[config.mk]
export PLATFORM = sky130hd
export DESIGN_NAME = csv_field_splitter
export DESIGN_NICKNAME = d
export VERILOG_FILES = /design/src/hdl/csvfs_pkg.sv /design/src/hdl/csvfs_front.sv /design/src/hdl/csvfs_back.sv /design/src/hdl/csv_field_splitter.sv
export SDC_FILE = /design/constraint.sdc
export NUM_CORES = 1
export LEC_CHECK = 0
export CORE_MARGIN = 3
export CORE_UTILIZATION = 30
export CTS_CLUSTER_DIAMETER = 40
export DETAILED_ROUTE_END_ITERATION = 8
export DONT_BUFFER_PORTS = 1
export PLACE_DENSITY_LB_ADDON = 0.12
export SYNTH_ARGS = -nofsm -noshare
export SYNTH_HDL_FRONTEND = slang
export SYNTH_SLANG_ARGS = --single-unit
[constraint.sdc]
create_clock -name clk_i -period 3.76 [get_ports clk_i]
set_clock_uncertainty 0.15 [all_clocks]
set_input_delay 0.188 -clock clk_i [delete_from_list [all_inputs] [get_ports clk_i]]
set_output_delay 0.188 -clock clk_i [all_outputs]
set_load 0.01 [all_outputs]
[src/hdl/csvfs_pkg.sv]
// ----------------------------------------------------------------------------
// csvfs_pkg
// Shared types and constants for the CSV field splitter.
// ----------------------------------------------------------------------------
`default_nettype none

package csvfs_pkg;

  // Line character codes
  localparam logic [7:0] ChrQuote = 8'h22;
  localparam logic [7:0] ChrComma = 8'h2C;
  localparam logic [7:0] ChrLf    = 8'h0A;
  localparam logic [7:0] ChrCr    = 8'h0D;
  localparam logic [7:0] ChrNul   = 8'h00;

  // Column cap: hardware never tracks more than this many fields per line
  localparam int unsigned MaxCols = 32;
  localparam int unsigned ColCap  = (MaxCols < 32) ? MaxCols : 32;
  localparam logic [5:0]  LimCap  = 6'(ColCap);

  localparam int unsigned FieldW = 5;
  localparam int unsigned LimW   = 6;

  // Byte class decided by the front end
  typedef enum logic [1:0] {
    CLS_OTHER,
    CLS_QUOTE,
    CLS_COMMA,
    CLS_EOL
  } tok_cls_e;

  typedef struct packed {
    tok_cls_e   cls;
    logic [7:0] data;
  } token_t;

  // Result kind codes
  typedef enum logic [1:0] {
    KIND_CHAR,
    KIND_FIELD,
    KIND_LINE
  } kind_e;

endpackage

`default_nettype wire

[src/hdl/csvfs_front.sv]
// ----------------------------------------------------------------------------
// csvfs_front
// Classifies incoming line bytes and holds them in a two-entry token queue.
// ----------------------------------------------------------------------------
`default_nettype none

module csvfs_front
  import csvfs_pkg::*;
(
  input  wire logic       clk_i,
  input  wire logic       rst_ni,
  input  wire logic       in_valid_i,
  output logic            in_stall_o,
  input  wire logic [7:0] byte_in_i,
  output logic            tok_valid_o,
  output token_t          tok_o,
  input  wire logic       tok_pop_i
);

  token_t      mem_q [2];
  logic        wr_ptr_q, rd_ptr_q;
  logic [1:0]  cnt_q;
  logic        push, pop;
  token_t      tok_new;

  always_comb begin
    tok_new.data = byte_in_i;
    unique case (byte_in_i)
      ChrLf, ChrCr, ChrNul: tok_new.cls = CLS_EOL;
      ChrQuote:             tok_new.cls = CLS_QUOTE;
      ChrComma:             tok_new.cls = CLS_COMMA;
      default:              tok_new.cls = CLS_OTHER;
    endcase
  end

  assign in_stall_o  = cnt_q[1];
  assign tok_valid_o = (cnt_q != 2'd0);
  assign tok_o       = mem_q[rd_ptr_q];
  assign push        = in_valid_i && !in_stall_o;
  assign pop         = tok_pop_i && tok_valid_o;

  always_ff @(posedge clk_i) begin
    if (push) begin
      mem_q[wr_ptr_q] <= tok_new;
    end
  end

  always_ff @(posedge clk_i or negedge rst_ni) begin
    if (!rst_ni) begin
      wr_ptr_q <= 1'b0;
      rd_ptr_q <= 1'b0;
      cnt_q    <= 2'd0;
    end else begin
      if (push) wr_ptr_q <= !wr_ptr_q;
      if (pop)  rd_ptr_q <= !rd_ptr_q;
      cnt_q <= cnt_q + 2'(push) - 2'(pop);
    end
  end

endmodule

`default_nettype wire

[src/hdl/csvfs_back.sv]
// ----------------------------------------------------------------------------
// csvfs_back
// Quote/field state tracking and the registered result stage.
// ----------------------------------------------------------------------------
`default_nettype none

module csvfs_back
  import csvfs_pkg::*;
#(
  parameter int unsigned CELL_LEN = 64
) (
  input  wire logic       clk_i,
  input  wire logic       rst_ni,
  input  wire logic       cfg_we_i,
  input  wire logic [5:0] cfg_wdata_i,
  input  wire logic       tok_valid_i,
  input  wire token_t     tok_i,
  output logic            tok_pop_o,
  output logic            out_valid_o,
  input  wire logic       out_stall_i,
  output logic [1:0]      kind_o,
  output logic [7:0]      cell_char_o,
  output logic [4:0]      field_number_o,
  output logic [5:0]      char_position_o,
  output logic [5:0]      field_count_o
);

  localparam int unsigned LenW = $clog2(CELL_LEN);
  localparam logic [LenW-1:0] LenMax = LenW'(CELL_LEN - 1);

  logic [LimW-1:0]   limit_q;
  logic              quoted_q, quoted_d;
  logic              pend_q, pend_d;
  logic              stop_q, stop_d;
  logic [FieldW-1:0] field_q, field_d;
  logic [LenW-1:0]   len_q, len_d;

  logic              out_valid_q;
  kind_e             kind_q, kind_d;
  logic [7:0]        char_q, char_d;
  logic [FieldW-1:0] fnum_q;
  logic [5:0]        pos_q, pos_d;
  logic [5:0]        cnt_q, cnt_d;

  logic              take, emit, keep, unq;
  logic [7:0]        keep_chr;
  logic [LimW-1:0]   lim, next_cnt;

  always_comb begin
    lim = limit_q;
    if (lim == '0)    lim = 6'd1;
    if (lim > LimCap) lim = LimCap;
  end

  assign next_cnt  = {1'b0, field_q} + 6'd1;
  assign take      = tok_valid_i && (!out_valid_q || !out_stall_i);
  assign tok_pop_o = take;

  always_comb begin
    quoted_d = quoted_q;
    pend_d   = pend_q;
    stop_d   = stop_q;
    field_d  = field_q;
    len_d    = len_q;
    emit     = 1'b0;
    kind_d   = KIND_CHAR;
    char_d   = '0;
    pos_d    = '0;
    cnt_d    = '0;
    keep     = 1'b0;
    keep_chr = tok_i.data;
    unq      = 1'b0;

    if (tok_i.cls == CLS_EOL) begin
      emit     = 1'b1;
      kind_d   = KIND_LINE;
      cnt_d    = next_cnt;
      quoted_d = 1'b0;
      pend_d   = 1'b0;
      stop_d   = 1'b0;
      field_d  = '0;
      len_d    = '0;
    end else if (!stop_q) begin
      if (quoted_q) begin
        if (pend_q) begin
          pend_d = 1'b0;
          if (tok_i.cls == CLS_QUOTE) begin
            keep     = 1'b1;
            keep_chr = ChrQuote;
          end else begin
            quoted_d = 1'b0;
            unq      = 1'b1;
          end
        end else if (tok_i.cls == CLS_QUOTE) begin
          pend_d = 1'b1;
        end else begin
          keep = 1'b1;
        end
      end else begin
        unq = 1'b1;
      end

      if (unq) begin
        case (tok_i.cls)
          CLS_QUOTE: quoted_d = 1'b1;
          CLS_COMMA: begin
            emit   = 1'b1;
            kind_d = KIND_FIELD;
            if (next_cnt >= lim) begin
              stop_d = 1'b1;
            end else begin
              field_d = field_q + 1'b1;
              len_d   = '0;
            end
          end
          default: keep = 1'b1;
        endcase
      end

      // cell full: drop silently
      if (keep && (len_q != LenMax)) begin
        emit   = 1'b1;
        kind_d = KIND_CHAR;
        char_d = keep_chr;
        pos_d  = 6'(len_q);
        len_d  = len_q + 1'b1;
      end
    end
  end

  always_ff @(posedge clk_i) begin
    if (take) begin
      kind_q <= kind_d;
      char_q <= char_d;
      fnum_q <= field_q;
      pos_q  <= pos_d;
      cnt_q  <= cnt_d;
    end
  end

  always_ff @(posedge clk_i or negedge rst_ni) begin
    if (!rst_ni) begin
      limit_q     <= 6'd32;
      quoted_q    <= 1'b0;
      pend_q      <= 1'b0;
      stop_q      <= 1'b0;
      field_q     <= '0;
      len_q       <= '0;
      out_valid_q <= 1'b0;
    end else begin
      if (cfg_we_i) limit_q <= cfg_wdata_i;
      if (take) begin
        quoted_q    <= quoted_d;
        pend_q      <= pend_d;
        stop_q      <= stop_d;
        field_q     <= field_d;
        len_q       <= len_d;
        out_valid_q <= emit;
      end else if (!out_stall_i) begin
        out_valid_q <= 1'b0;
      end
    end
  end

  assign out_valid_o     = out_valid_q;
  assign kind_o          = kind_q;
  assign cell_char_o     = char_q;
  assign field_number_o  = fnum_q;
  assign char_position_o = pos_q;
  assign field_count_o   = cnt_q;

endmodule

`default_nettype wire

[src/hdl/csv_field_splitter.sv]
// ----------------------------------------------------------------------------
// csv_field_splitter
// Splits a CSV line, one byte per request, into cell characters and ends.
// ----------------------------------------------------------------------------
// Usage:
//   Input channel: in_valid_i / in_stall_o with byte_in_i, one line byte per
//   request. LF, CR or NUL ends the line.
//   Output channel: out_valid_o / out_stall_i with kind_o, cell_char_o,
//   field_number_o, char_position_o and field_count_o. Zero or one result
//   request per input byte (opening and closing quotes, the first quote of
//   a pair, dropped bytes and non-end bytes after the field limit give none).
//   Config: cfg_we_i writes cfg_wdata_i into the field limit; write only
//   while the block is idle.
// Timing:
//   One byte per cycle sustained while out_stall_i is low. An accepted byte
//   passes the token queue, then the result register. The front end
//   classifies into a 2-entry token queue; the back end updates quote/field
//   state and loads the result register, one token per cycle while it is free.
// Reset: clears quote and field state and the queue; field limit goes to 32.
// Stall: a stalled result holds; the back end keeps taking tokens only while
//   the result register is free, then the queue fills and in_stall_o rises.
// ----------------------------------------------------------------------------
`default_nettype none

module csv_field_splitter
  import csvfs_pkg::*;
#(
  parameter int unsigned CELL_LEN = 64
) (
  input  wire logic       clk_i,
  input  wire logic       rst_ni,
  input  wire logic       cfg_we_i,
  input  wire logic [5:0] cfg_wdata_i,
  input  wire logic       in_valid_i,
  output logic            in_stall_o,
  input  wire logic [7:0] byte_in_i,
  output logic            out_valid_o,
  input  wire logic       out_stall_i,
  output logic [1:0]      kind_o,
  output logic [7:0]      cell_char_o,
  output logic [4:0]      field_number_o,
  output logic [5:0]      char_position_o,
  output logic [5:0]      field_count_o
);

  // front -> back token path
  logic   tok_valid;
  token_t tok;
  logic   tok_pop;

  csvfs_front u_front (
    .clk_i       (clk_i),
    .rst_ni      (rst_ni),
    .in_valid_i  (in_valid_i),
    .in_stall_o  (in_stall_o),
    .byte_in_i   (byte_in_i),
    .tok_valid_o (tok_valid),
    .tok_o       (tok),
    .tok_pop_i   (tok_pop)
  );

  csvfs_back #(
    .CELL_LEN (CELL_LEN)
  ) u_back (
    .clk_i           (clk_i),
    .rst_ni          (rst_ni),
    .cfg_we_i        (cfg_we_i),
    .cfg_wdata_i     (cfg_wdata_i),
    .tok_valid_i     (tok_valid),
    .tok_i           (tok),
    .tok_pop_o       (tok_pop),
    .out_valid_o     (out_valid_o),
    .out_stall_i     (out_stall_i),
    .kind_o          (kind_o),
    .cell_char_o     (cell_char_o),
    .field_number_o  (field_number_o),
    .char_position_o (char_position_o),
    .field_count_o   (field_count_o)
  );

endmodule

`default_nettype wire
# [Word-level counts from Yosys, hierarchy flattened]
# Memory sizes are Yosys's and may differ from the RTL's.
# Index checks and enable logic that the tools add are counted.
[totals] ff_bits=52 ramBits=20 in_bits=19 output_inout_bits=29 elab_cells=121 memories=1
[mem_list] name="u_front.mem_q" words=2 width=10 rd=1 rd_clocked_by_memory_dff=0 write_ports=1 line_no="csvfs_front.sv:20" source="token_t mem_q [2];"
[op_classes] add_sub_neg=5 magnitude_cmp=2 n_eq_ne=12 n_mux=57 bitwise_logic=2 reduce_logical=26
[ops] operator="two-way mux 6 bit" count=8
[ops] operator="two-way mux 1 bit" count=37
[ops] operator="two-way mux 5 bit" count=5
[ops] operator="two-way mux 8 bit" count=3
[ops] operator="equality test 8 x 4 -> 1 bit (second input constant)" count=2
[ops] operator="equality test 8 x 6 -> 1 bit (second input constant)" count=2
[ops] operator="AND reduction 5 bit" count=2
[ops] operator="zero test 8 bit" count=1
[ops] operator="nonzero test 2 bit" count=4
[ops] operator="adder 5 x 1 -> 6 bit (second input constant)" count=1
[ops] operator="adder 6 x 1 -> 6 bit (second input constant)" count=1
[ops] operator=">= comparator 6 bit" count=1
[ops] operator="> comparator 6 bit (second input constant)" count=1
[ops] operator="zero test 6 bit" count=1
[ops] operator="two-way mux 2 bit" count=3
[ops] operator="!= test 6 bit (second input constant)" count=1
[ops] operator="case mux 2 bit (3 select lines)" count=1
[ops] operator="nonzero test 3 bit" count=2
[ops] operator="OR reduction 3 bit" count=2
[ops] operator="adder 5 x 1 -> 5 bit (second input constant)" count=1
[ops] operator="zero test 1 bit" count=5
[ops] operator="equality test 2 bit (second input constant)" count=2
[ops] operator="logical AND 1 bit" count=4
[ops] operator="!= test 2 x 1 -> 1 bit (second input constant)" count=2
[ops] operator="other kinds (11)" count=12

# [Logic depth before layout (Yosys ltp)]
# Gate-level depths: netlist of run 1.
# An unclocked memory read counts as a cell.
[logic_depth] ltp_word=15 ltp_mapped=11 depth_no_buf=10

# [By module]
# From an unflattened synthesis of run 1, not the netlist that was laid out.
[unflattened] hier_cells=251 area_unflattened_um2=3321.9
[modules_own_cells] module="csvfs_back" instances=1 cells_per_inst=188 area_each_um2=2314.7 seq_area_each_um2=1337.5
[modules_own_cells] module="csvfs_front" instances=1 cells_per_inst=63 area_each_um2=1007.2 seq_area_each_um2=700.7

# [Least setup slack after synthesis of run 1]
# OpenSTA, ideal clock, no wires.
[synth_timing] path_kind="register -> register" start="reg u_front.rd_ptr_q" end="reg u_back.char_q[0] (netlist: u_back.cell_char_o[0]) (data pin)" arrival_ps=2676 t_required_ps=3469 path_slack_ps=794 path_stages_with_launch=12 n_path_buf=1 cell_sequence="dfrtp_1 -> buf_1 -> mux2i_1 -> inv_1 -> ha_1 -> inv_1 -> ha_1 -> nand2b_1 -> a22oi_1 -> nor4_1 -> nand2_1 -> nor2_1"
[synth_between] elab_chain_cells=13 elab_cells_between_ends=23
[synth_lines] item="from (decl)" line_no="csvfs_front.sv:21" source="logic wr_ptr_q, rd_ptr_q;"
[synth_lines] item="from (signal assigned)" line_no="csvfs_front.sv:55" source="if (pop) rd_ptr_q <= !rd_ptr_q;"
[synth_lines] item="memory (2 x 10 bit) (*)"
[synth_lines] item="equality test 2 x 1 -> 1 bit" line_no="csvfs_back.sv:87, csvfs_back.sv:94, csvfs_back.sv:104"
[synth_lines] item="two-way mux 1 bit" line_no="csvfs_back.sv:87, csvfs_back.sv:94"
[synth_lines] item="two-way mux 1 bit" line_no="csvfs_back.sv:85" source="if (pend_q) begin"
[synth_lines] item="two-way mux 1 bit" line_no="csvfs_back.sv:84" source="if (quoted_q) begin"
[synth_lines] item="two-way mux 1 bit" line_no="csvfs_back.sv:83" source="end else if (!stop_q) begin"
[synth_lines] item="two-way mux 1 bit" line_no="csvfs_back.sv:74" source="if (tok_i.cls == CLS_EOL) begin"
[synth_lines] item="two-way mux 1 bit" line_no="csvfs_back.sv:103" source="if (unq) begin"
[synth_lines] item="two-way mux 1 bit" line_no="csvfs_back.sv:83"
[synth_lines] item="two-way mux 1 bit" line_no="csvfs_back.sv:74"
[synth_lines] item="logical AND 1 bit" line_no="csvfs_back.sv:121" source="if (keep && (len_q != LenMax)) begin"
[synth_lines] item="inverter 1 bit (no source line)"
[synth_lines] item="OR reduction 3 bit (no source line)"
[synth_lines] item="to (signal assigned)" line_no="csvfs_back.sv:134" source="char_q <= char_d;"
[synth_lines] item="to (decl)" line_no="csvfs_back.sv:40" source="logic [7:0] char_q, char_d;"
# Every way passes the cells marked *; elsewhere a longest branch is shown, timed or not. The select of a mux whose other input is x is not followed.
# A chain may end at the register's enable or synchronous reset.

# [Final worst setup path of run 1]
[layout_timing] start="reg u_front.rd_ptr_q" end="reg u_back.char_q[2] (netlist: u_back.cell_char_o[2]) (data pin)"
# The elaborated chain is that of the path after synthesis.

==> summary.md, run 1 <==
| Metric | Value |
|---|---|
| Hold_ws | `25.6 ps` |
| Synth Area in Adders | `0.0573` |
| Total power | `3.16 mW` |
| Crit path cell chain | `mux2i_1, inv_1, ha_1, inv_1, ha_1, nand2b_1, a22oi_1, nor4_1, nand2_1, nor2_1` |
| CTS tree | `done` |
| Status | `complete, no violations` |
| Worst setup margin | `605 ps` |
| Clock power frac | `0.220` |
| Pint | `2.00 mW` |
| # nets final | `312` |
| Die X | `110 um` |
| Slew Viols, Final | `0` |
| Simple-gate share of the synthesized area | `0.118` |
| Reg2Reg Depth | `10` |
| Power Dens Cells | `814 nW/um^2` |
| Required @ worst endpoint | `3820 ps` |
| N_diodes | `0` |
| Core area | `10,500 um^2` |
| Setup total negative slack | `0 ps` |
| Starting DRC count in detailed routing | `67` |
| Reg-to-reg startpoint | `u_front.rd_ptr_q` |
| Syn_area_per_cell | `13.1 um^2` |
| Post-CTS Resized | `0` |
| TritonCTS Buffers | `9` |
| Layout cell share with drive strength beyond 1 | `0.120` |
| Sw Share | `0.366` |
| Final Setup Violations | `0` |
| Via/cell ratio | `4.62` |
| I/O pin count | `48` |
| Fraction of synthesized area in multiplexers | `0.0657` |
| Combinational family with the most area after synthesis | `simple AND/OR/NAND/NOR gates` |
| Worst slew pin tran | `970 ps` |
| XOR/XNOR Fraction of Synth Area | `0.0268` |
| Hold_buf cts | `19` |
| FMAX | `317 MHz` |
| Final Hold Viols | `0` |
| Reg power frac | `0.465` |
| Via count | `1,934` |
| Static leakage | `1.56 nW` |
| Placement Rows | `37` |
| Worst setup SP type | `register` |
| Chip height | `110 um` |
| DRC errors left | `0` |
| Max-Cap Viols | `0` |
| IO buf count | `0` |
| DP Area | `3450 um^2` |
| Gr ovfl total | `0` |
| HPWL Detailed | `4.36 mm` |
| Worst min path class | `input port to register` |
| Clock latency on the worst-skew pair | `350 ps` |
| Sw power | `1.15 mW` |
| CP endpoint kind | `register` |
| Slew headroom | `0.348` |
| Tcrit/Tclk final | `0.839` |
| Peak VDD IR | `0.271 mV` |
| Total Routing Usage GR | `0.111` |
| Die area | `12,200 um^2` |
| Unrepaired setup endpoints after global routing | `no` |
| Clock tree buffer depth | `2` |
| Compound-Gate Fraction of Synth Area | `0.0879` |
| Min-delay src | `byte_in_i[5]` |
| Seq/Total Area, Yosys | `0.623` |
| First-pass iteration count of the detailed router | `4` |
| Worst setup endpoint | `u_back.cell_char_o[2]` |
| Synth Cell Area | `3270 um^2` |
| Clock sink total | `72` |
| Starting density of the core | `0.313` |
| Slowest stage delay, CP | `820 ps` |
| Root buffer cell | `clkbuf_8` |
| Final min period | `3160 ps` |
| Reg2reg setup slack | `600 ps` |
| Setup bufs post-CTS | `0` |
| Placed insts | `384` |
| Critical Path AT | `3220 ps` |
| Final instance area | `3870 um^2` |
| Routed Antenna Nets | `0` |
| WL/cell | `15.0 um` |
| Maximum fanout along the worst path | `7` |
| Yosys warnings | `0` |
| Syn Nets | `283` |
| CP max stage cell | `nor4_1` |
| Final std cells w/o fill | `419` |
| FF-to-FF End | `u_back.cell_char_o[2]` |
| Clk slew on worst S/H paths | `90 ps` |
| Layout Utilization | `0.370` |
| First-pass GRT wire length | `10.8 mm` |
| Initial antenna violation count | `0` |
| Count of cell types in the netlist | `42` |
| Post-place setup slack | `435 ps` |
| Combinational share of power | `0.315` |
| Largest net degree at the start of global routing | `34` |
| Cells after synthesis | `249` |
| Crit path kind | `register to register` |
| P&R area growth vs syn | `18.4%` |
| Fillers | `1,052` |
| Seq cells post-synth | `72` |
| CTS H-Tree Depth | `3` |
| Drt total wl | `6.28 mm` |
| Final RePlAce weighted congestion | `0.744` |
| Critical Path Source | `u_front.rd_ptr_q` |
| Number of global-route vias before repair | `2,126` |
-- layer usage --
metal	track usage	vias to the layer above	routed length, um
li1	-	964	-
met1	0.136	929	2950
met2	0.182	31	3040
met3	0.0296	10	174
met4	0.0493	0	121
met5	0	-	0
-- cell usage in the layout, fill, tap and decap left out, types with 2 or more instances in the layout --
cell,count
a21o_1,2
a21oi_1,9
and2_1,10
and3_1,3
buf_4,3
bufinv_16,2
clkbuf_8,9
dfrtp_1,24
dlygate4sd3_1,18
edfxtp_1,47
ha_1,15
inv_1,15
inv_6,3
mux2_2,8
mux2i_1,11
nand2_1,14
nand2b_1,3
nand3_1,6
nand3b_1,2
nor2_1,21
nor2b_1,5
nor3_1,5
nor4_1,4
o21ai_0,9
o2bb2ai_1,3
or3_1,2
xnor2_1,3
xor2_1,7
-- flip-flops by register name, summed over array words and instances (netlist names) --
signal                  flops
u_back.quoted_q             1
u_back.out_valid_o          1
u_back.cell_char_o          8
u_back.field_count_o        6
u_back.kind_o               2
u_back.field_number_o       5
u_front.rd_ptr_q            1
u_back.limit_q              6
u_back.field_q              5
u_back.len_q                6
u_back.stop_q               1
u_front.wr_ptr_q            1
u_front.mem_q              20
u_back.pend_q               1
u_front.cnt_q               2
u_back.char_position_o      6
-- synthesized netlist by cell type --
cell type  number  area, um^2
inv_1          15        56.3
a32o_1          1        10.0
nor3_1          5        25.0
or3_1           2        12.5
o21ai_0         9        45.0
o32ai_1         1        8.76
nand2_1        14        52.6
mux2_2          8        90.1
nor2_2          1        6.26
xnor2_1         3        26.3
and3_1          3        18.8
nor2b_1         5        31.3
clkbuf_1        3        11.3
nor4_1          4        25.0
and2_1         10        62.6
nor2_1         21        78.8
o2bb2ai_1       3        26.3
a2111oi_0       1        8.76
a22o_1          1        8.76
a22oi_1         1        7.51
o21ai_4         1        16.3
nand4b_1        1        8.76
a21oi_1         9        45.0
xor2_1          7        61.3
nand3b_1        2        15.0
o22ai_1         1        6.26
o41ai_1         1        8.76
o31ai_1         1        7.51
edfxtp_1       47        1410
a2bb2oi_4       1        26.3
mux2_4          1        15.0
nand3_1         6        30.0
buf_1           1        3.75
nand2b_1        3        18.8
dfrtp_1        24         601
a2111oi_4       1        27.5
ha_1           15         188
a21o_1          2        15.0
dfstp_2         1        26.3
a41o_1          1        10.0
mux2i_1        11         110
o32a_1          1        10.0
-- logic make-up after synthesis --
logic type,count (synthesis)
fa+ha+maj,15
compound gates,36
mux,20
flops,72
simple gates,77
buf+inv,19
xor+xnor,10
-- worst max-delay path: cells and delay by family (launching register included) --
family	cells	cell delay (ps)
AOI/OAI and AO/OA	1	150
adders and majority gates	2	390
buffers and inverters	2	160
DFF	1	410
muxes	1	260
and+or+nand+nor	4	1510
-- how the worst min path moves through the flow --
| stage | endpoint | slack, ps | depth (start not counted) |
|---|---|---|---|
| floorplan | u_back.field_q[0] | -260 | 0 |
| global placement | u_back.limit_q[0] | -260 | 0 |
| detailed placement | u_back.limit_q[0] | -260 | 0 |
| CTS | u_front.mem_q[1][9] | 20 | 3 |
| global route | u_front.mem_q[1][8] | 40 | 2 |
| finish | u_front.mem_q[1][9] | 30 | 3 |
-- final cells by class --
cell class                      instances  area [um^2]  share of cell area
Sequential cell                        72         2040               0.526
Multi-Input combinational cell        158         1160               0.300
Timing Repair Buffer                   22          223              0.0575
Tap cell                              136          170              0.0439
Clock buffer                            9          124              0.0320
Clock inverter                          7          100              0.0258
Inverter                               15         56.3              0.0145
-- power groups by stage --
stage / registers [mW] / logic (mW) / clock network (mW)
floorplan: 1.43 / 0.771 / 0
CTS: 1.48 / 1.03 / 0.713
detailed placement: 1.50 / 0.994 / 0
finish: 1.47 / 0.996 / 0.693
global placement: 1.49 / 0.979 / 0
global route: 1.50 / 1.14 / 0.758
No activity file was read; power rests on OpenSTA's default activity.
==> inputs of run 2 (changes only) <==
--- a/config.mk
+++ b/config.mk
@@ -5,6 +5,7 @@
 export SDC_FILE = /design/constraint.sdc
 export NUM_CORES = 1
 export LEC_CHECK = 0
+export ABC_AREA = 1
 export CORE_MARGIN = 3
 export CORE_UTILIZATION = 30
 export CTS_CLUSTER_DIAMETER = 40
==> constraint.sdc (replaced) <==
create_clock -name clk_i -period 2.9 [get_ports clk_i]
set_clock_uncertainty 0.15 [all_clocks]
set_input_delay 0.145 -clock clk_i [delete_from_list [all_inputs] [get_ports clk_i]]
set_output_delay 0.145 -clock clk_i [all_outputs]
set_load 0.01 [all_outputs]
==> run 2 against run 1 <==
Routed wire length grew 4.6%. First-iteration DRC count grew 43%. Register-to-register slack lost 250 ps.
==> summary.md, run 2 <==
| Metric | Value |
|---|---|
| Clock tree buffer depth | `2` |
| First-pass iteration count of the detailed router | `4` |
| Max-Cap Viols | `0` |
| HPWL Detailed | `4.43 mm` |
| N_diodes | `0` |
| Critical Path AT | `2590 ps` |
| WL/cell | `13.7 um` |
| Commonest non-fill, non-tap cell in the layout | `nand2_1` |
| Fraction of synthesized area in multiplexers | `0.0164` |
| Worst min path class | `input port to register` |
| Depth of the worst hold-timing path | `2` |
| Combinational family with the most area after synthesis | `simple AND/OR/NAND/NOR gates` |
| Slew Viols, Final | `0` |
| Sw Share | `0.404` |
| Root buffer cell | `clkbuf_8` |
| Chip height | `111 um` |
| Yosys warnings | `0` |
| Status | `complete, no violations` |
| Count of cell types in the netlist | `32` |
| Min-Delay Endpoint | `u_front.mem_q[0][9]` |
| Core area | `10,500 um^2` |
| Fillers | `1,072` |
| Compound-Gate Fraction of Synth Area | `0.0579` |
| Seq/Total Area, Yosys | `0.621` |
| CP endpoint kind | `register` |
| Hold_ws | `35.1 ps` |
| Worst setup SP type | `register` |
| Synth top area cells | `edfxtp_1, dfrtp_1, nand2_1` |
| Maximum fanout along the worst path | `8` |
| P&R area growth vs syn | `18.0%` |
| DP Area | `3480 um^2` |
| Clk slew on worst S/H paths | `90 ps` |
| Synth Area in Adders | `0.0571` |
| Sw power | `1.56 mW` |
| Most frequent cell after synthesis | `nand2_1` |
| Pint | `2.29 mW` |
| Placement Rows | `37` |
| # nets final | `374` |
| Peak VDD IR | `0.324 mV` |
| Static leakage | `1.63 nW` |
| Syn_area_per_cell | `10.7 um^2` |
| Most frequent cells in the layout | `nand2_1, edfxtp_1, inv_1` |
| Synth Cell Area | `3280 um^2` |
| Reg2reg setup slack | `360 ps` |
| Final instance area | `3880 um^2` |
| Final RePlAce weighted congestion | `0.741` |
| Required @ worst endpoint | `2950 ps` |
| Largest Register | `u_front.mem_q` |
| IO buf count | `0` |
| I/O pin count | `48` |
| Seq cells post-synth | `72` |
| Clock power frac | `0.195` |
| CTS H-Tree Depth | `3` |
| Final std cells w/o fill | `481` |
| Commonest cells in the netlist | `nand2_1, edfxtp_1, inv_1, nor2_1, dfrtp_1` |
| Via count | `2,145` |
| Via/cell ratio | `4.46` |
| Combinational share of power | `0.336` |
| Total Routing Usage GR | `0.110` |
| DRC errors left | `0` |
| Final Setup Violations | `0` |
| Reg-to-reg startpoint | `u_front.rd_ptr_q` |
| Post-synth EDFFs | `47` |
| Final min period | `2540 ps` |
| Max reg flops | `20` |
| Simple-gate share of the synthesized area | `0.170` |
| Routed Antenna Nets | `0` |
| Slew headroom | `0.655` |
| FMAX | `394 MHz` |
| XOR/XNOR Fraction of Synth Area | `0.0267` |
| CTS tree | `done` |
| Clock sink total | `72` |
| Starting DRC count in detailed routing | `96` |
| Post-place setup slack | `253 ps` |
| FF-to-FF End | `u_back.cell_char_o[5]` |
| First-pass GRT wire length | `10.8 mm` |
| Worst slew pin tran | `511 ps` |
| Final Hold Viols | `0` |
| Largest net degree at the start of global routing | `26` |
| Power Dens Cells | `993 nW/um^2` |
| FFs w/ async S/R, synth | `0.347` |
| Reg2Reg Depth | `13` |
| Clock latency on the worst-skew pair | `350 ps` |
| TritonCTS Buffers | `9` |
| Tcrit/Tclk final | `0.876` |
| Cells after synthesis | `306` |
| Die area | `12,200 um^2` |
| Gr ovfl total | `0` |
| Reg power frac | `0.469` |
| Total power | `3.85 mW` |
| Crit path kind | `register to register` |
| Layout cell share with drive strength beyond 1 | `0.139` |
| Syn Nets | `340` |
| Post-synth top area cell | `edfxtp_1` |
| Starting density of the core | `0.314` |
| Layout Utilization | `0.370` |
| Worst setup margin | `359 ps` |
| Placed insts | `445` |
| Top cell type's share of synthesized area | `0.430` |
| Min-delay src | `byte_in_i[5]` |
| Setup total negative slack | `0 ps` |
| Die X | `111 um` |
| Drt total wl | `6.57 mm` |
| Initial antenna violation count | `0` |
| Number of global-route vias before repair | `2,128` |
| Unrepaired setup endpoints after global routing | `no` |
| Post-CTS Resized | `0` |
| Most used DFF post-synth | `edfxtp_1` |
[run 2: cell count changes after synthesis, sizes merged, moves of 5 or more]
cell   delta
nand2    +59
inv      +23
and2     -10
nand3    +10
mux2i     -9
nor2      +7
mux2      -6
nor2b     -5
o21ai     +5
[run 2: worst max path at each step]
| stage | startpoint | end | slack (ps) | depth (start not counted) |
|---|---|---|---|---|
| 2_1_floorplan | u_front.rd_ptr_q | u_back.len_q[2] | 510 | 15 |
| 3_3_place_gp | u_front.rd_ptr_q | u_back.cell_char_o[2] | 310 | 12 |
| 3_5_place_dp | u_front.rd_ptr_q | u_back.cell_char_o[2] | 250 | 13 |
| 4_1_cts | u_front.rd_ptr_q | u_back.cell_char_o[2] | 240 | 13 |
| 5_1_grt | u_front.rd_ptr_q | u_back.cell_char_o[1] | 20 | 13 |
| 6_report | u_front.rd_ptr_q | u_back.cell_char_o[5] | 360 | 13 |
[run 2: power groups by stage]
stage / sequential [mW] / clock, mW / combinational, mW
finish: 1.80 / 0.751 / 1.29
global route: 1.85 / 0.828 / 1.50
CTS: 1.82 / 0.784 / 1.32
detailed placement: 1.84 / 0 / 1.27
global placement: 1.84 / 0 / 1.27
floorplan: 1.78 / 0 / 0.938
[run 2: cell type report]
class / instances / area (um^2) / area share
Clock buffer: 9 / 124 / 0.0320
Inverter: 39 / 146 / 0.0378
Timing Repair Buffer: 27 / 260 / 0.0671
Sequential cell: 72 / 2040 / 0.526
Tap cell: 136 / 170 / 0.0439
Multi-Input combinational cell: 191 / 1080 / 0.278
Clock inverter: 7 / 61.3 / 0.0158
[run 2: logic make-up (layout without fill, tap and decap cells)]
| kind of cell | after synthesis | after routing |
|---|---|---|
| XOR/XNOR | 10 | 10 |
| AO/OA/AOI/OAI | 31 | 31 |
| AND/OR/NAND/NOR | 130 | 130 |
| flip-flops | 72 | 72 |
| buffers and inverters | 43 | 82 |
| adder cells (fa/ha/maj) | 15 | 15 |
| multiplexers | 5 | 5 |
[run 2: critical path, stage by stage (launching register included)]
cell	delay, ps
dfrtp_1	360
clkinv_1	110
or2_2	280
o21ai_0	110
inv_1	100
ha_1	250
inv_1	70
ha_1	170
o21ai_0	100
nand2_1	70
nand2_1	60
inv_2	90
nand3_1	270
a21oi_1	220
[run 2: routing by layer]
metal / wire (um) / share of wire / global-route usage
met2: 3170 / 0.48 / 0.180
met5: 0 / 0 / 0
met3: 260 / 0.040 / 0.0345
met1: 3050 / 0.46 / 0.136
met4: 93 / 0.014 / 0.0419
[run 2: timing repair]
item                                    in CTS  in global routing
endpoints found under the setup margin       0                  6
hold buffers                                19                  0
hold endpoints to repair                    55                  0
buffers inserted                             0                  1
==> inputs of run 3 (changes only) <==
--- a/config.mk
+++ b/config.mk
@@ -6,11 +6,11 @@
 export NUM_CORES = 1
 export LEC_CHECK = 0
 export ABC_AREA = 1
+export BUFFER_PORTS_ARGS = -buffer_cell sky130_fd_sc_hd__buf_2
 export CORE_MARGIN = 3
 export CORE_UTILIZATION = 30
 export CTS_CLUSTER_DIAMETER = 40
 export DETAILED_ROUTE_END_ITERATION = 8
-export DONT_BUFFER_PORTS = 1
 export PLACE_DENSITY_LB_ADDON = 0.12
 export SYNTH_ARGS = -nofsm -noshare
 export SYNTH_HDL_FRONTEND = slang
==> constraint.sdc (replaced) <==
create_clock -name clk_i -period 3.07 [get_ports clk_i]
set_clock_uncertainty 0.15 [all_clocks]
set_input_delay 0.1535 -clock clk_i [delete_from_list [all_inputs] [get_ports clk_i]]
set_output_delay 0.1535 -clock clk_i [all_outputs]
set_load 0.01 [all_outputs]
==> run 3 against run 2 <==
Worst hold slack lost 25 ps. First-iteration DRC count shrank 40%. Count of clock-buffer cells in the layout grew 1. Die area is the same. Sequential share of layout area shrank 2.9 points. Sequential cell count is the same. Clock power grew 9.3%. Final cell count grew 8.9%. Largest power group unchanged. Routed wire length grew 1.6%.
==> summary.md, run 3 (same netlist as run 2, synthesis figures left out) <==
| Metric | Value |
|---|---|
| Total Routing Usage GR | `0.117` |
| Min-Delay Endpoint | `u_back.out_valid_o` |
| Core area | `10,500 um^2` |
| Hold_ws | `10.2 ps` |
| HPWL Detailed | `4.69 mm` |
| CP dominant cell by count | `nand2_1` |
| CTS tree | `done` |
| Power Dens Cells | `934 nW/um^2` |
| Slowest stage delay, CP | `470 ps` |
| Via/cell ratio | `4.33` |
| Clock tree buffer depth | `2` |
| Final std cells w/o fill | `524` |
| Max-Cap Viols | `0` |
| Depth of the worst hold-timing path | `3` |
| Crit path kind | `register to register` |
| TritonCTS Buffers | `9` |
| WL/cell | `12.7 um` |
| Clk slew on worst S/H paths | `90 ps` |
| Via count | `2,267` |
| Setup total negative slack | `0 ps` |
| Maximum fanout along the worst path | `11` |
| Critical Path AT | `2680 ps` |
| Placement Rows | `37` |
| Routed Antenna Nets | `0` |
| Fillers | `1,067` |
| Largest net degree at the start of global routing | `30` |
| Status | `complete, no violations` |
| # nets final | `417` |
| Die area | `12,200 um^2` |
| Final Hold Viols | `0` |
| Crit path cell chain | `clkinv_1, or2_2, o21ai_0, inv_1, ha_1, ha_1, nand2_1, nand2_1, nand2_1, inv_2, nand3_1, a21oi_1` |
| Starting density of the core | `0.314` |
| CP max stage cell | `dfrtp_2` |
| Placed insts | `487` |
| Most frequent cells in the layout | `nand2_1, buf_2, edfxtp_1` |
| Layout cell share with drive strength beyond 1 | `0.224` |
| Final Setup Violations | `0` |
| DRC errors left | `0` |
| Slew Viols, Final | `0` |
| Slew headroom | `0.442` |
| FF-to-FF End | `u_back.cell_char_o[5]` |
| Drt total wl | `6.68 mm` |
| Peak VDD IR | `0.321 mV` |
| Required @ worst endpoint | `3110 ps` |
| Worst Path Buf+Inv | `3` |
| Worst setup SP type | `register` |
| Worst slew pin tran | `835 ps` |
| Tcrit/Tclk final | `0.860` |
| Reg2Reg Depth | `12` |
| CP endpoint kind | `register` |
| Reg2reg setup slack | `430 ps` |
| Min-delay src | `out_stall_i` |
| I/O pin count | `48` |
| Commonest non-fill, non-tap cell in the layout | `nand2_1` |
| Setup bufs post-CTS | `0` |
| Root buffer cell | `clkbuf_8` |
| Reg-to-reg startpoint | `u_front.rd_ptr_q` |
| Cell family with most CP delay | `simple AND/OR/NAND/NOR gates` |
| Final RePlAce weighted congestion | `0.742` |
| Max reg flops | `20` |
| Starting DRC count in detailed routing | `58` |
| Final instance area | `4100 um^2` |
| Die X | `111 um` |
| P&R area growth vs syn | `25.0%` |
| Chip height | `111 um` |
| First-pass GRT wire length | `11.6 mm` |
| Unrepaired setup endpoints after global routing | `no` |
| CTS H-Tree Depth | `3` |
| Static leakage | `1.81 nW` |
| Clock latency on the worst-skew pair | `340 ps` |
| First-pass iteration count of the detailed router | `4` |
| Number of global-route vias before repair | `2,411` |
| Final min period | `2640 ps` |
| Worst min path class | `input port to register` |
| Initial antenna violation count | `0` |
| Gr ovfl total | `0` |
| DP Area | `3680 um^2` |
| Post-place setup slack | `253 ps` |
| N_diodes | `0` |
| FMAX | `379 MHz` |
| Clock sink total | `72` |
| Largest Register | `u_front.mem_q` |
| Worst setup margin | `429 ps` |
| IO buf count | `47` |
==> run 3: changes by cell type in the layout (fill, tap and decap cells not counted), sizes merged <==
cell	change
inv	-4
clkbuf	+1
dlygate4sd3	+3
clkinv	+1
buf	+40
bufinv	+2
==> run 3: how the worst max path moves through the flow <==
stage / start / to / depth (start not counted)
global route: u_front.rd_ptr_q / u_back.cell_char_o[5] / 13
floorplan: u_front.rd_ptr_q / u_back.len_q[2] / 15
detailed placement: u_front.rd_ptr_q / u_back.cell_char_o[5] / 12
global placement: u_front.rd_ptr_q / u_back.cell_char_o[5] / 12
CTS: u_front.rd_ptr_q / u_back.cell_char_o[5] / 12
finish: u_front.rd_ptr_q / u_back.cell_char_o[5] / 12
==> run 3: layer usage <==
layer	up-vias	track usage	part of all wire
met2	33	0.187	0.48
li1	1168	-	-
met4	0	0.0378	0.012
met5	-	0	0
met3	7	0.0378	0.041
met1	1059	0.149	0.47
==> run 3: timing repair <==
item | CTS | global route
resized for setup | 0 | 1
setup endpoints to repair | 0 | 5
hold buffers | 21 | 0
endpoints found under the hold margin | 46 | 0
==> run 3: report_power, final <==
group	internal (mW)	total (mW)	switching, mW
combinational	0.488	1.40	0.910
clock	0.454	0.821	0.367
sequential	1.44	1.62	0.174
total	2.38	3.83	1.45
==> run 3: final cells by class <==
type / instances / area, um^2 / area share
Sequential cell: 72 / 2040 / 0.497
Multi-Input combinational cell: 191 / 1080 / 0.262
Timing Repair Buffer: 70 / 460 / 0.112
Tap cell: 136 / 170 / 0.0415
Inverter: 39 / 146 / 0.0357
Clock buffer: 10 / 128 / 0.0311
Clock inverter: 6 / 83.8 / 0.0204
==> run 3: per-stage QoR <==
stage          power [mW]  utilization
2_1_floorplan        2.57            -
3_3_place_gp         3.03        0.352
3_5_place_dp         3.04        0.352
4_1_cts              3.90        0.392
5_1_grt              4.16        0.392
6_report             3.83        0.392
==> run 3: worst min-delay path, delay by kind of cell <==
family / cells / cell delay, ps
and+or+nand+nor: 2 / 220
buffers and inverters: 1 / 80
